==> config.mk <==
export PLATFORM = sky130hd
export DESIGN_NAME = array_insert_delete_search_core
export DESIGN_NICKNAME = d
export VERILOG_FILES = /design/src/hdl/aids_pkg.sv /design/src/hdl/array_insert_delete_search_core.sv /design/src/hdl/aids_ram.sv
export SDC_FILE = /design/constraint.sdc
export NUM_CORES = 2
export LEC_CHECK = 0
export BUFFER_PORTS_ARGS = -buffer_cell sky130_fd_sc_hd__clkbuf_2
export CAP_MARGIN = 20
export CORE_MARGIN = 3
export CORE_UTILIZATION = 45
export DETAILED_ROUTE_END_ITERATION = 10
export PLACE_DENSITY_LB_ADDON = 0.3
export SLEW_MARGIN = 10
export SYNTH_ARGS = -nofsm -noshare
export SYNTH_HDL_FRONTEND = slang
export SYNTH_SLANG_ARGS = --single-unit
export TNS_END_PERCENT = 100
==> constraint.sdc <==
create_clock -name i_clk -period 4.6 [get_ports i_clk]
set_clock_uncertainty 0.2 [all_clocks]
set_input_delay 0.46 -clock i_clk [delete_from_list [all_inputs] [get_ports i_clk]]
set_output_delay 0.46 -clock i_clk [all_outputs]
set_load 0.005 [all_outputs]
==> src/hdl/aids_pkg.sv <==
// ----------------------------------------------------------------------------
// aids_pkg
// Shared types and constants for the ordered word store with insert, delete,
// traverse and linear search.
// ----------------------------------------------------------------------------
`default_nettype none

package aids_pkg;

    // Fixed field widths of the stream words
    localparam int VAL_W  = 32;
    localparam int POS_W  = 7;
    localparam int IDX_W  = 6;
    localparam int CNT_W  = 7;

    // Packed widths of the stream buses
    localparam int S_DATA_W = 40;  // data_value, position, zero pad
    localparam int M_DATA_W = 48;  // item_value, item_index, fill_count, zero pad

    // Action carried in the input tuser
    typedef enum logic [1:0] {
        ACT_TRAVERSE = 2'd0,
        ACT_INSERT   = 2'd1,
        ACT_DELETE   = 2'd2,
        ACT_SEARCH   = 2'd3
    } t_action;

    // Result status carried in the output tuser
    typedef enum logic [1:0] {
        ST_OK     = 2'd0,
        ST_MISS   = 2'd1,
        ST_REJECT = 2'd2,
        ST_EMPTY  = 2'd3
    } t_status;

    // Sequencer states
    typedef enum logic [3:0] {
        S_IDLE,
        S_EMIT,
        S_TR_RD,
        S_TR_OUT,
        S_INS_RD,
        S_INS_WR,
        S_DEL_CAP,
        S_DEL_RD,
        S_DEL_WR,
        S_SR_RD,
        S_SR_CMP
    } t_state;

endpackage

`default_nettype wire

==> src/hdl/array_insert_delete_search_core.sv <==
// ----------------------------------------------------------------------------
// array_insert_delete_search_core
// Ordered store of up to DEPTH signed words with traverse, insert, delete
// and linear search, run by a small sequencer over one RAM port pair.
// ----------------------------------------------------------------------------
// Usage:
//   Slave stream: one word per action. tuser holds the action, tdata holds
//   the value (or search key) and the position.
//   Master stream: result words. tuser holds the status, tlast marks the
//   final result of an action. A traverse gives one word per stored entry
//   (one word with empty status when the store is empty); every other
//   action gives exactly one word. The shifting is one RAM read and one
//   RAM write per moved entry. The slave side is ready only while idle.
//   A finished result sits in the output register; while the receiver
//   stalls, the sequencer holds its next result and waits.
//   Reset empties the store (fill count zero); the RAM needs no clearing,
//   since only entries below the count are ever read.
// ----------------------------------------------------------------------------
`default_nettype none

module array_insert_delete_search_core
    import aids_pkg::*;
#(
    parameter int DEPTH = 64
) (
    input  wire logic                i_clk,
    input  wire logic                i_rst_n,
    // Action input
    input  wire logic                i_s_axis_tvalid,
    output logic                     o_s_axis_tready,
    input  wire logic [S_DATA_W-1:0] i_s_axis_tdata,  // data_value[31:0], position[38:32]
    input  wire logic [1:0]          i_s_axis_tuser,  // action[1:0]
    // Result output
    output logic                     o_m_axis_tvalid,
    input  wire logic                i_m_axis_tready,
    output logic [M_DATA_W-1:0]      o_m_axis_tdata,  // item_value[31:0], item_index[37:32],
                                                      // fill_count[44:38]
    output logic [1:0]               o_m_axis_tuser,  // status[1:0]
    output logic                     o_m_axis_tlast
);

    localparam int AW = $clog2(DEPTH);
    localparam int CW = $clog2(DEPTH + 1);

    // Sequencer and store control
    t_state          r_state,  n_state;
    logic [CW-1:0]   r_count,  n_count;
    logic [CW-1:0]   r_idx,    n_idx;
    logic [CW-1:0]   r_pos,    n_pos;
    logic [VAL_W-1:0] r_key,   n_key;

    // Pending single result
    logic [VAL_W-1:0] r_res_value, n_res_value;
    logic [IDX_W-1:0] r_res_index, n_res_index;
    t_status          r_res_status, n_res_status;

    // Output register
    logic             r_out_valid, n_out_valid;
    logic [VAL_W-1:0] r_out_value, n_out_value;
    logic [IDX_W-1:0] r_out_index, n_out_index;
    t_status          r_out_status, n_out_status;
    logic [CNT_W-1:0] r_out_count, n_out_count;
    logic             r_out_last,  n_out_last;

    // RAM port
    logic             ram_we;
    logic [AW-1:0]    ram_wr_addr;
    logic [VAL_W-1:0] ram_wr_data;
    logic             ram_re;
    logic [AW-1:0]    ram_rd_addr;
    logic [VAL_W-1:0] ram_rd_data;

    // Shared index step unit
    logic [CW:0]      idx_inc;
    logic [CW-1:0]    idx_dec;
    logic             out_free;

    // Input fields
    t_action          in_action;
    logic [VAL_W-1:0] in_value;
    logic [POS_W-1:0] in_pos;
    logic [POS_W-1:0] count_ext;

    assign in_action = t_action'(i_s_axis_tuser);
    assign in_value  = i_s_axis_tdata[VAL_W-1:0];
    assign in_pos    = i_s_axis_tdata[VAL_W +: POS_W];
    assign count_ext = POS_W'(r_count);

    assign idx_inc  = {1'b0, r_idx} + {{CW{1'b0}}, 1'b1};
    assign idx_dec  = r_idx - {{(CW-1){1'b0}}, 1'b1};
    assign out_free = !r_out_valid || i_m_axis_tready;

    aids_ram #(
        .WIDTH (VAL_W),
        .DEPTH (DEPTH)
    ) u_ram (
        .i_clk     (i_clk),
        .i_we      (ram_we),
        .i_wr_addr (ram_wr_addr),
        .i_wr_data (ram_wr_data),
        .i_re      (ram_re),
        .i_rd_addr (ram_rd_addr),
        .o_rd_data (ram_rd_data)
    );

    // Next state, RAM control and result assembly
    always_comb begin
        n_state      = r_state;
        n_count      = r_count;
        n_idx        = r_idx;
        n_pos        = r_pos;
        n_key        = r_key;
        n_res_value  = r_res_value;
        n_res_index  = r_res_index;
        n_res_status = r_res_status;
        n_out_valid  = r_out_valid && !i_m_axis_tready;
        n_out_value  = r_out_value;
        n_out_index  = r_out_index;
        n_out_status = r_out_status;
        n_out_count  = r_out_count;
        n_out_last   = r_out_last;
        ram_we       = 1'b0;
        ram_wr_addr  = r_idx[AW-1:0];
        ram_wr_data  = ram_rd_data;
        ram_re       = 1'b0;
        ram_rd_addr  = r_idx[AW-1:0];

        unique case (r_state)
            S_IDLE: begin
                // Accept an action and set up its walk
                if (i_s_axis_tvalid) begin
                    n_key        = in_value;
                    n_res_value  = '0;
                    n_res_index  = '0;
                    n_res_status = ST_REJECT;
                    n_idx        = '0;
                    n_pos        = r_pos;
                    unique case (in_action)
                        ACT_TRAVERSE: begin
                            if (r_count == '0) begin
                                n_res_status = ST_EMPTY;
                                n_state      = S_EMIT;
                            end else begin
                                n_state = S_TR_RD;
                            end
                        end
                        ACT_INSERT: begin
                            if (r_count >= CW'(DEPTH) || in_pos > count_ext) begin
                                n_state = S_EMIT;
                            end else begin
                                n_pos   = CW'(in_pos);
                                n_idx   = r_count;
                                n_state = S_INS_RD;
                            end
                        end
                        ACT_DELETE: begin
                            if (in_pos >= count_ext) begin
                                n_state = S_EMIT;
                            end else begin
                                n_pos       = CW'(in_pos);
                                n_idx       = CW'(in_pos);
                                ram_re      = 1'b1;
                                ram_rd_addr = in_pos[AW-1:0];
                                n_state     = S_DEL_CAP;
                            end
                        end
                        ACT_SEARCH: begin
                            n_state = S_SR_RD;
                        end
                    endcase
                end
            end

            S_EMIT: begin
                // Hand the single result to the output register
                if (out_free) begin
                    n_out_valid  = 1'b1;
                    n_out_value  = r_res_value;
                    n_out_index  = r_res_index;
                    n_out_status = r_res_status;
                    n_out_count  = CNT_W'(r_count);
                    n_out_last   = 1'b1;
                    n_state      = S_IDLE;
                end
            end

            S_TR_RD: begin
                ram_re  = 1'b1;
                n_state = S_TR_OUT;
            end

            S_TR_OUT: begin
                // Emit one stored word, advance or finish
                if (out_free) begin
                    n_out_valid  = 1'b1;
                    n_out_value  = ram_rd_data;
                    n_out_index  = IDX_W'(r_idx);
                    n_out_status = ST_OK;
                    n_out_count  = CNT_W'(r_count);
                    n_out_last   = (idx_inc == {1'b0, r_count});
                    if (idx_inc == {1'b0, r_count}) begin
                        n_state = S_IDLE;
                    end else begin
                        n_idx   = idx_inc[CW-1:0];
                        n_state = S_TR_RD;
                    end
                end
            end

            S_INS_RD: begin
                // Fetch the entry below the hole, or drop the new word in
                if (r_idx > r_pos) begin
                    ram_re      = 1'b1;
                    ram_rd_addr = idx_dec[AW-1:0];
                    n_state     = S_INS_WR;
                end else begin
                    ram_we       = 1'b1;
                    ram_wr_addr  = r_pos[AW-1:0];
                    ram_wr_data  = r_key;
                    n_count      = r_count + {{(CW-1){1'b0}}, 1'b1};
                    n_res_value  = r_key;
                    n_res_index  = IDX_W'(r_pos);
                    n_res_status = ST_OK;
                    n_state      = S_EMIT;
                end
            end

            S_INS_WR: begin
                // Move the fetched entry up by one
                ram_we  = 1'b1;
                n_idx   = idx_dec;
                n_state = S_INS_RD;
            end

            S_DEL_CAP: begin
                // Keep the removed word
                n_res_value = ram_rd_data;
                n_res_index = IDX_W'(r_pos);
                n_state     = S_DEL_RD;
            end

            S_DEL_RD: begin
                // Fetch the entry above the hole, or close out
                if (idx_inc < {1'b0, r_count}) begin
                    ram_re      = 1'b1;
                    ram_rd_addr = idx_inc[AW-1:0];
                    n_state     = S_DEL_WR;
                end else begin
                    n_count      = r_count - {{(CW-1){1'b0}}, 1'b1};
                    n_res_status = ST_OK;
                    n_state      = S_EMIT;
                end
            end

            S_DEL_WR: begin
                // Move the fetched entry down by one
                ram_we  = 1'b1;
                n_idx   = idx_inc[CW-1:0];
                n_state = S_DEL_RD;
            end

            S_SR_RD: begin
                if (r_idx < r_count) begin
                    ram_re  = 1'b1;
                    n_state = S_SR_CMP;
                end else begin
                    n_res_status = ST_MISS;
                    n_state      = S_EMIT;
                end
            end

            S_SR_CMP: begin
                // Compare one entry with the key
                if (ram_rd_data == r_key) begin
                    n_res_value  = r_key;
                    n_res_index  = IDX_W'(r_idx);
                    n_res_status = ST_OK;
                    n_state      = S_EMIT;
                end else begin
                    n_idx   = idx_inc[CW-1:0];
                    n_state = S_SR_RD;
                end
            end

            default: begin
                n_state = S_IDLE;
            end
        endcase
    end

    // Control registers
    always_ff @(posedge i_clk) begin
        if (!i_rst_n) begin
            r_state     <= S_IDLE;
            r_count     <= '0;
            r_out_valid <= 1'b0;
        end else begin
            r_state     <= n_state;
            r_count     <= n_count;
            r_out_valid <= n_out_valid;
        end
    end

    // Payload registers
    always_ff @(posedge i_clk) begin
        r_idx        <= n_idx;
        r_pos        <= n_pos;
        r_key        <= n_key;
        r_res_value  <= n_res_value;
        r_res_index  <= n_res_index;
        r_res_status <= n_res_status;
        r_out_value  <= n_out_value;
        r_out_index  <= n_out_index;
        r_out_status <= n_out_status;
        r_out_count  <= n_out_count;
        r_out_last   <= n_out_last;
    end

    // Ports
    assign o_s_axis_tready = (r_state == S_IDLE);
    assign o_m_axis_tvalid = r_out_valid;
    assign o_m_axis_tdata  = {{(M_DATA_W - VAL_W - IDX_W - CNT_W){1'b0}},
                              r_out_count, r_out_index, r_out_value};
    assign o_m_axis_tuser  = r_out_status;
    assign o_m_axis_tlast  = r_out_last;

    // Fill count never passes the store depth
    a_count_bound: assert property (@(posedge i_clk) disable iff (!i_rst_n)
        r_count <= CW'(DEPTH))
        else $error("fill count above depth");

    // Fill count moves by at most one per cycle
    a_count_step: assert property (@(posedge i_clk) disable iff (!i_rst_n)
        $past(i_rst_n) && (r_count != $past(r_count)) |->
            (r_count == $past(r_count) + 1'b1) || (r_count + 1'b1 == $past(r_count)))
        else $error("fill count jumped");

    // RAM writes happen only while shifting or placing a word
    a_write_state: assert property (@(posedge i_clk) disable iff (!i_rst_n)
        ram_we |-> (r_state == S_INS_RD) || (r_state == S_INS_WR) || (r_state == S_DEL_WR))
        else $error("RAM write outside insert or delete");

    // Only a traverse result may leave tlast low
    a_open_run: assert property (@(posedge i_clk) disable iff (!i_rst_n)
        r_out_valid && !r_out_last |-> (r_out_status == ST_OK))
        else $error("open run with non-ok status");

    // The slave side is closed while a result is pending in the sequencer
    a_busy_closed: assert property (@(posedge i_clk) disable iff (!i_rst_n)
        (r_state == S_EMIT) |-> !o_s_axis_tready)
        else $error("ready while emitting");

endmodule

`default_nettype wire

==> src/hdl/aids_ram.sv <==
// ----------------------------------------------------------------------------
// aids_ram
// Generic single-write, single-read RAM with registered read data.
// ----------------------------------------------------------------------------
`default_nettype none

module aids_ram #(
    parameter int WIDTH = 32,
    parameter int DEPTH = 64
) (
    input  wire logic                     i_clk,
    input  wire logic                     i_we,
    input  wire logic [$clog2(DEPTH)-1:0] i_wr_addr,
    input  wire logic [WIDTH-1:0]         i_wr_data,
    input  wire logic                     i_re,
    input  wire logic [$clog2(DEPTH)-1:0] i_rd_addr,
    output logic      [WIDTH-1:0]         o_rd_data
);

    logic [WIDTH-1:0] r_mem [DEPTH];

    // Write port
    always_ff @(posedge i_clk) begin
        if (i_we) begin
            r_mem[i_wr_addr] <= i_wr_data;
        end
    end

    // Registered read port, holds when not enabled
    always_ff @(posedge i_clk) begin
        if (i_re) begin
            o_rd_data <= r_mem[i_rd_addr];
        end
    end

endmodule

`default_nettype wire

==> key figures <==
Outcome
  – Status: finished with violations
  – Failing checks: negative setup slack

Cells and area
  – P&R area growth vs syn: 27.0%
  – Non-Filler Instances: 9874
  – Share of cells above drive strength 1: 27.8%
  – Fill count: 14.9k
  – # nets final: 7140

Global route
  – Overflow after GRT: 0
  – GRT Max-Usage Layer: met2
  – Initial antenna violation count: 11
  – Largest net degree at the start of global routing: 70
  – Met1 Use GR: 38.9%
  – Grt met3 use: 5.94%
  – Met2 usage: 42.2%
  – Gr usage total: 28.0%
  – Vias in the first global route: 58.0k
  – First-pass GRT wire length: 416000 um

Place
  – Port Buffers: 94
  – GPL Wtd Cong: 0.915
  – Hpwl dp: 177000 um
  – Inst Count DP: 9160

CTS
  – Sink Count: 2226
  – Maximum clock path buffer count: 3
  – TritonCTS clock tree: built
  – Clock latency on the worst-skew pair: 0.86 ns
  – H-tree depth: 4
  – TritonCTS Buffers: 212
  – CTS Root Cell: clkbuf_16
  – Clock transition at path regs: 0.06 ns

Synthesis
  – EDFF count, synth: 2214
  – Synth area leaders: edfxtp_1, nand2_1, a211oi_1, mux4_2, nand3_1
  – Syn Area/Cell: 14.8 um2
  – Post-synth top area cell: edfxtp_1
  – Cell area after synthesis: 0.0899 mm2
  – #FFs+latches synth: 2226
  – Synth Instances: 6091
  – Ys Warns: 0
  – Post-synth top area share: 74.0%
  – Synth unique cells: 83
  – Post-synthesis sequential area ratio: 74.3%
  – Synth Flop Type: edfxtp_1
  – Post-synth ARST share: 0%

Route
  – Vias/cell: 6.23
  – Final WL: 299000 um
  – Iteration-0 DRC Markers: 9007
  – First-pass detailed-route iteration total: 6
  – Vias: 61.6k
  – Post-DRT Antenna Nets: 0
  – Residual DRC: 0
  – Routed wire per std cell: 30.3 um

Pwr
  – P per Cell Area: 577 mW/mm2
  – Maximum vdd drop: 0.452 mV
  – Total Power: 65.8 mW
  – Leak: 39.1 nW

Flow run
  – Max Cap Viol: 0

STA
  – Final period utilization: 106%
  – Max Slew Vio Count: 0
  – Final min period: 4.89 ns
  – Max Clk Rate: 0.205 GHz
  – Final Hold Fails: 0
  – Final setup vio count: 32
  – Hold Worst Slack: 0.114 ns
  – Slew @ Worst Pin: 1.06 ns
  – Worst setup margin: -0.288 ns
  – RSZ-0062 raised after global routing: true
  – Rel. slew slack: 29.2%

Die
  – Chip height: 453 um
  – Die area: 0.205 mm2
  – Cell Rows: 163
  – Core footprint: 0.198 mm2
  – I/O pin count: 99
  – Die X: 453 um
  – Initial Util: 45.4%

Setup path
  – Crit path largest cell delay: 0.52 ns
  – Crit Path Class: reg2reg
  – CP cell instances: nand3_2 > buf_6 > xnor2_1 > ha_1 > o211ai_1 > a21o_2 > a311o_1 > a311o_1 > buf_4 > a21o_4 > buf_12 > nand2_2 > nor2_2 > buf_4 > a22oi_2 > nand4_1 > or3_1
  – Critical Path Fanout Max: 8
  – Crit. End Element: flop
  – Worst endpoint data arrival time: 5.28 ns
  – Worst Setup Start Kind: flop
  – Slowest cell on the critical path: edfxtp_1
  – Critical Path RT: 4.99 ns

Worst hold path
  – Worst hold path class: in2reg
synth_stat cells, types with 71 or more instances:
library cell  count
mux4_2           76
a21oi_1          96
nand3_1         309
a31oi_1         156
nand2_1        1211
a211oi_1        242
a311oi_1        154
and3_1          242
clkbuf_1        181
mux2_2           71
buf_2           137
edfxtp_1       2214
mux2i_1          94
nor2_1          131
worst max-delay path, delay by kind of cell (launching register included):
kind	cells	cell delay, ns
buffers and inverters	4	0.66
AND/OR/NAND/NOR	5	1.19
flip-flops	1	0.52
adder cells (fa/ha/maj)	1	0.32
XOR/XNOR	1	0.13
AO/OA/AOI/OAI	6	1.62
sequential cells by signal, summed over array words and instances, names as in the netlist:
signal,flops
u_ram.r_mem,2048
r_key,32
r_out_value,32
r_res_value,32
u_ram.o_rd_data,32
count_ext,7
r_idx,7
r_out_count,7
r_pos,7
r_out_index,6
r_res_index,6
r_state,4
o_m_axis_tuser,2
r_res_status,2
o_m_axis_tlast,1
o_m_axis_tvalid,1
cell usage in the layout (no fill, tap or decap), types with 20 or more instances in the layout:
| master | instances |
|---|---|
| nand2_1 | 1185 |
| a22o_1 | 33 |
| a22oi_1 | 20 |
| a311oi_1 | 113 |
| mux4_2 | 76 |
| a311oi_2 | 35 |
| buf_16 | 31 |
| nor2_4 | 84 |
| o21ai_2 | 21 |
| inv_1 | 26 |
| clkinv_1 | 55 |
| mux2_2 | 71 |
| o22ai_1 | 26 |
| nor3_1 | 22 |
| o21ai_0 | 37 |
| a21oi_1 | 78 |
| o21ai_1 | 31 |
| clkbuf_16 | 236 |
| buf_8 | 31 |
| and3_1 | 234 |
| buf_12 | 219 |
| clkbuf_1 | 41 |
| clkinv_2 | 37 |
| ha_1 | 37 |
| xor2_1 | 37 |
| mux2i_1 | 86 |
| buf_4 | 615 |
| edfxtp_1 | 2214 |
| a211oi_1 | 167 |
| buf_6 | 88 |
| a31oi_1 | 130 |
| a32oi_1 | 38 |
| nor2_1 | 44 |
| nand3_2 | 23 |
| nand4_1 | 61 |
| nand3_1 | 283 |
| a211oi_2 | 60 |
| clkbuf_2 | 94 |
| dlygate4sd3_1 | 44 |
final timing paths:
path / to / from / cells past startpoint / slack (ns)
max: u_ram.o_rd_data[17] / r_idx[1] / 17 / -0.29
max reg2reg: u_ram.o_rd_data[17] / r_idx[1] / 17 / -0.29
min reg2reg: r_out_value[26] / r_res_value[26] / 1 / 0.35
min: r_key[26] / i_s_axis_tdata[26] / 2 / 0.11
kinds of logic (layout without fill, tap and decap cells):
| kind of cell | Yosys count | after routing | synth area share (%) |
|---|---|---|---|
| muxes | 241 | 241 | 3.84 |
| adders and majority gates | 42 | 42 | 0.593 |
| other | 1 | 9 | 0.00417 |
| xor gates and xnor gates | 49 | 49 | 0.478 |
| and+or+nand+nor | 2091 | 2092 | 10.5 |
| buffers and inverters | 435 | 1569 | 2.21 |
| DFF | 2226 | 2226 | 74.3 |
| AOI/OAI and AO/OA | 1006 | 1006 | 8.16 |
power by group:
part,total [mW],internal (mW),switching [mW]
Clock,17.1,9.44,7.65
Combinational,24.8,10.3,14.6
Sequential,23.9,23.6,0.296
repair_timing:
item,4_1_cts,5_1_grt
resized for setup,393,365
cloned,23,22
hold buffers,44,0
pin swaps,114,192
endpoints found under the hold margin,54,0
buffers inserted,104,145
setup endpoints to repair,32,435
area by class of cell:
| cell class | instances | area (um2) | share of cell area (%) |
|---|---|---|---|
| antenna | 6 | 15.0 | 0.0132 |
| clock buffer | 255 | 5510 | 4.83 |
| clock inverter | 135 | 1200 | 1.06 |
| inverter | 29 | 109 | 0.0954 |
| multi-input combinational | 3433 | 24300 | 21.3 |
| sequential | 2226 | 66700 | 58.5 |
| tap | 2640 | 3300 | 2.90 |
| timing repair buffer | 1150 | 13000 | 11.4 |
layer usage:
| layer | vias to the layer above | wire, um |
|---|---|---|
| li1 | 25697 | - |
| met1 | 31121 | 112000 |
| met2 | 4086 | 136000 |
| met3 | 647 | 34800 |
| met4 | 4 | 16000 |
| met5 | - | 27 |
stage by stage:
stage | util, % | worst slack (ns) | setup TNS (ns) | cell area, um2
after floorplan | - | -0.164 | -225.58 | 89900
after global placement | 50.6 | -0.983 | -12.58 | 100000
after detailed placement | 50.6 | -1.00 | -12.37 | 100000
after CTS | 55.9 | -0.207 | -2.31 | 110000
after global routing | 57.7 | -0.349 | -8.23 | 114000
final | 57.7 | -0.288 | -4.96 | 114000
No activity file was read; power rests on OpenSTA's default activity.
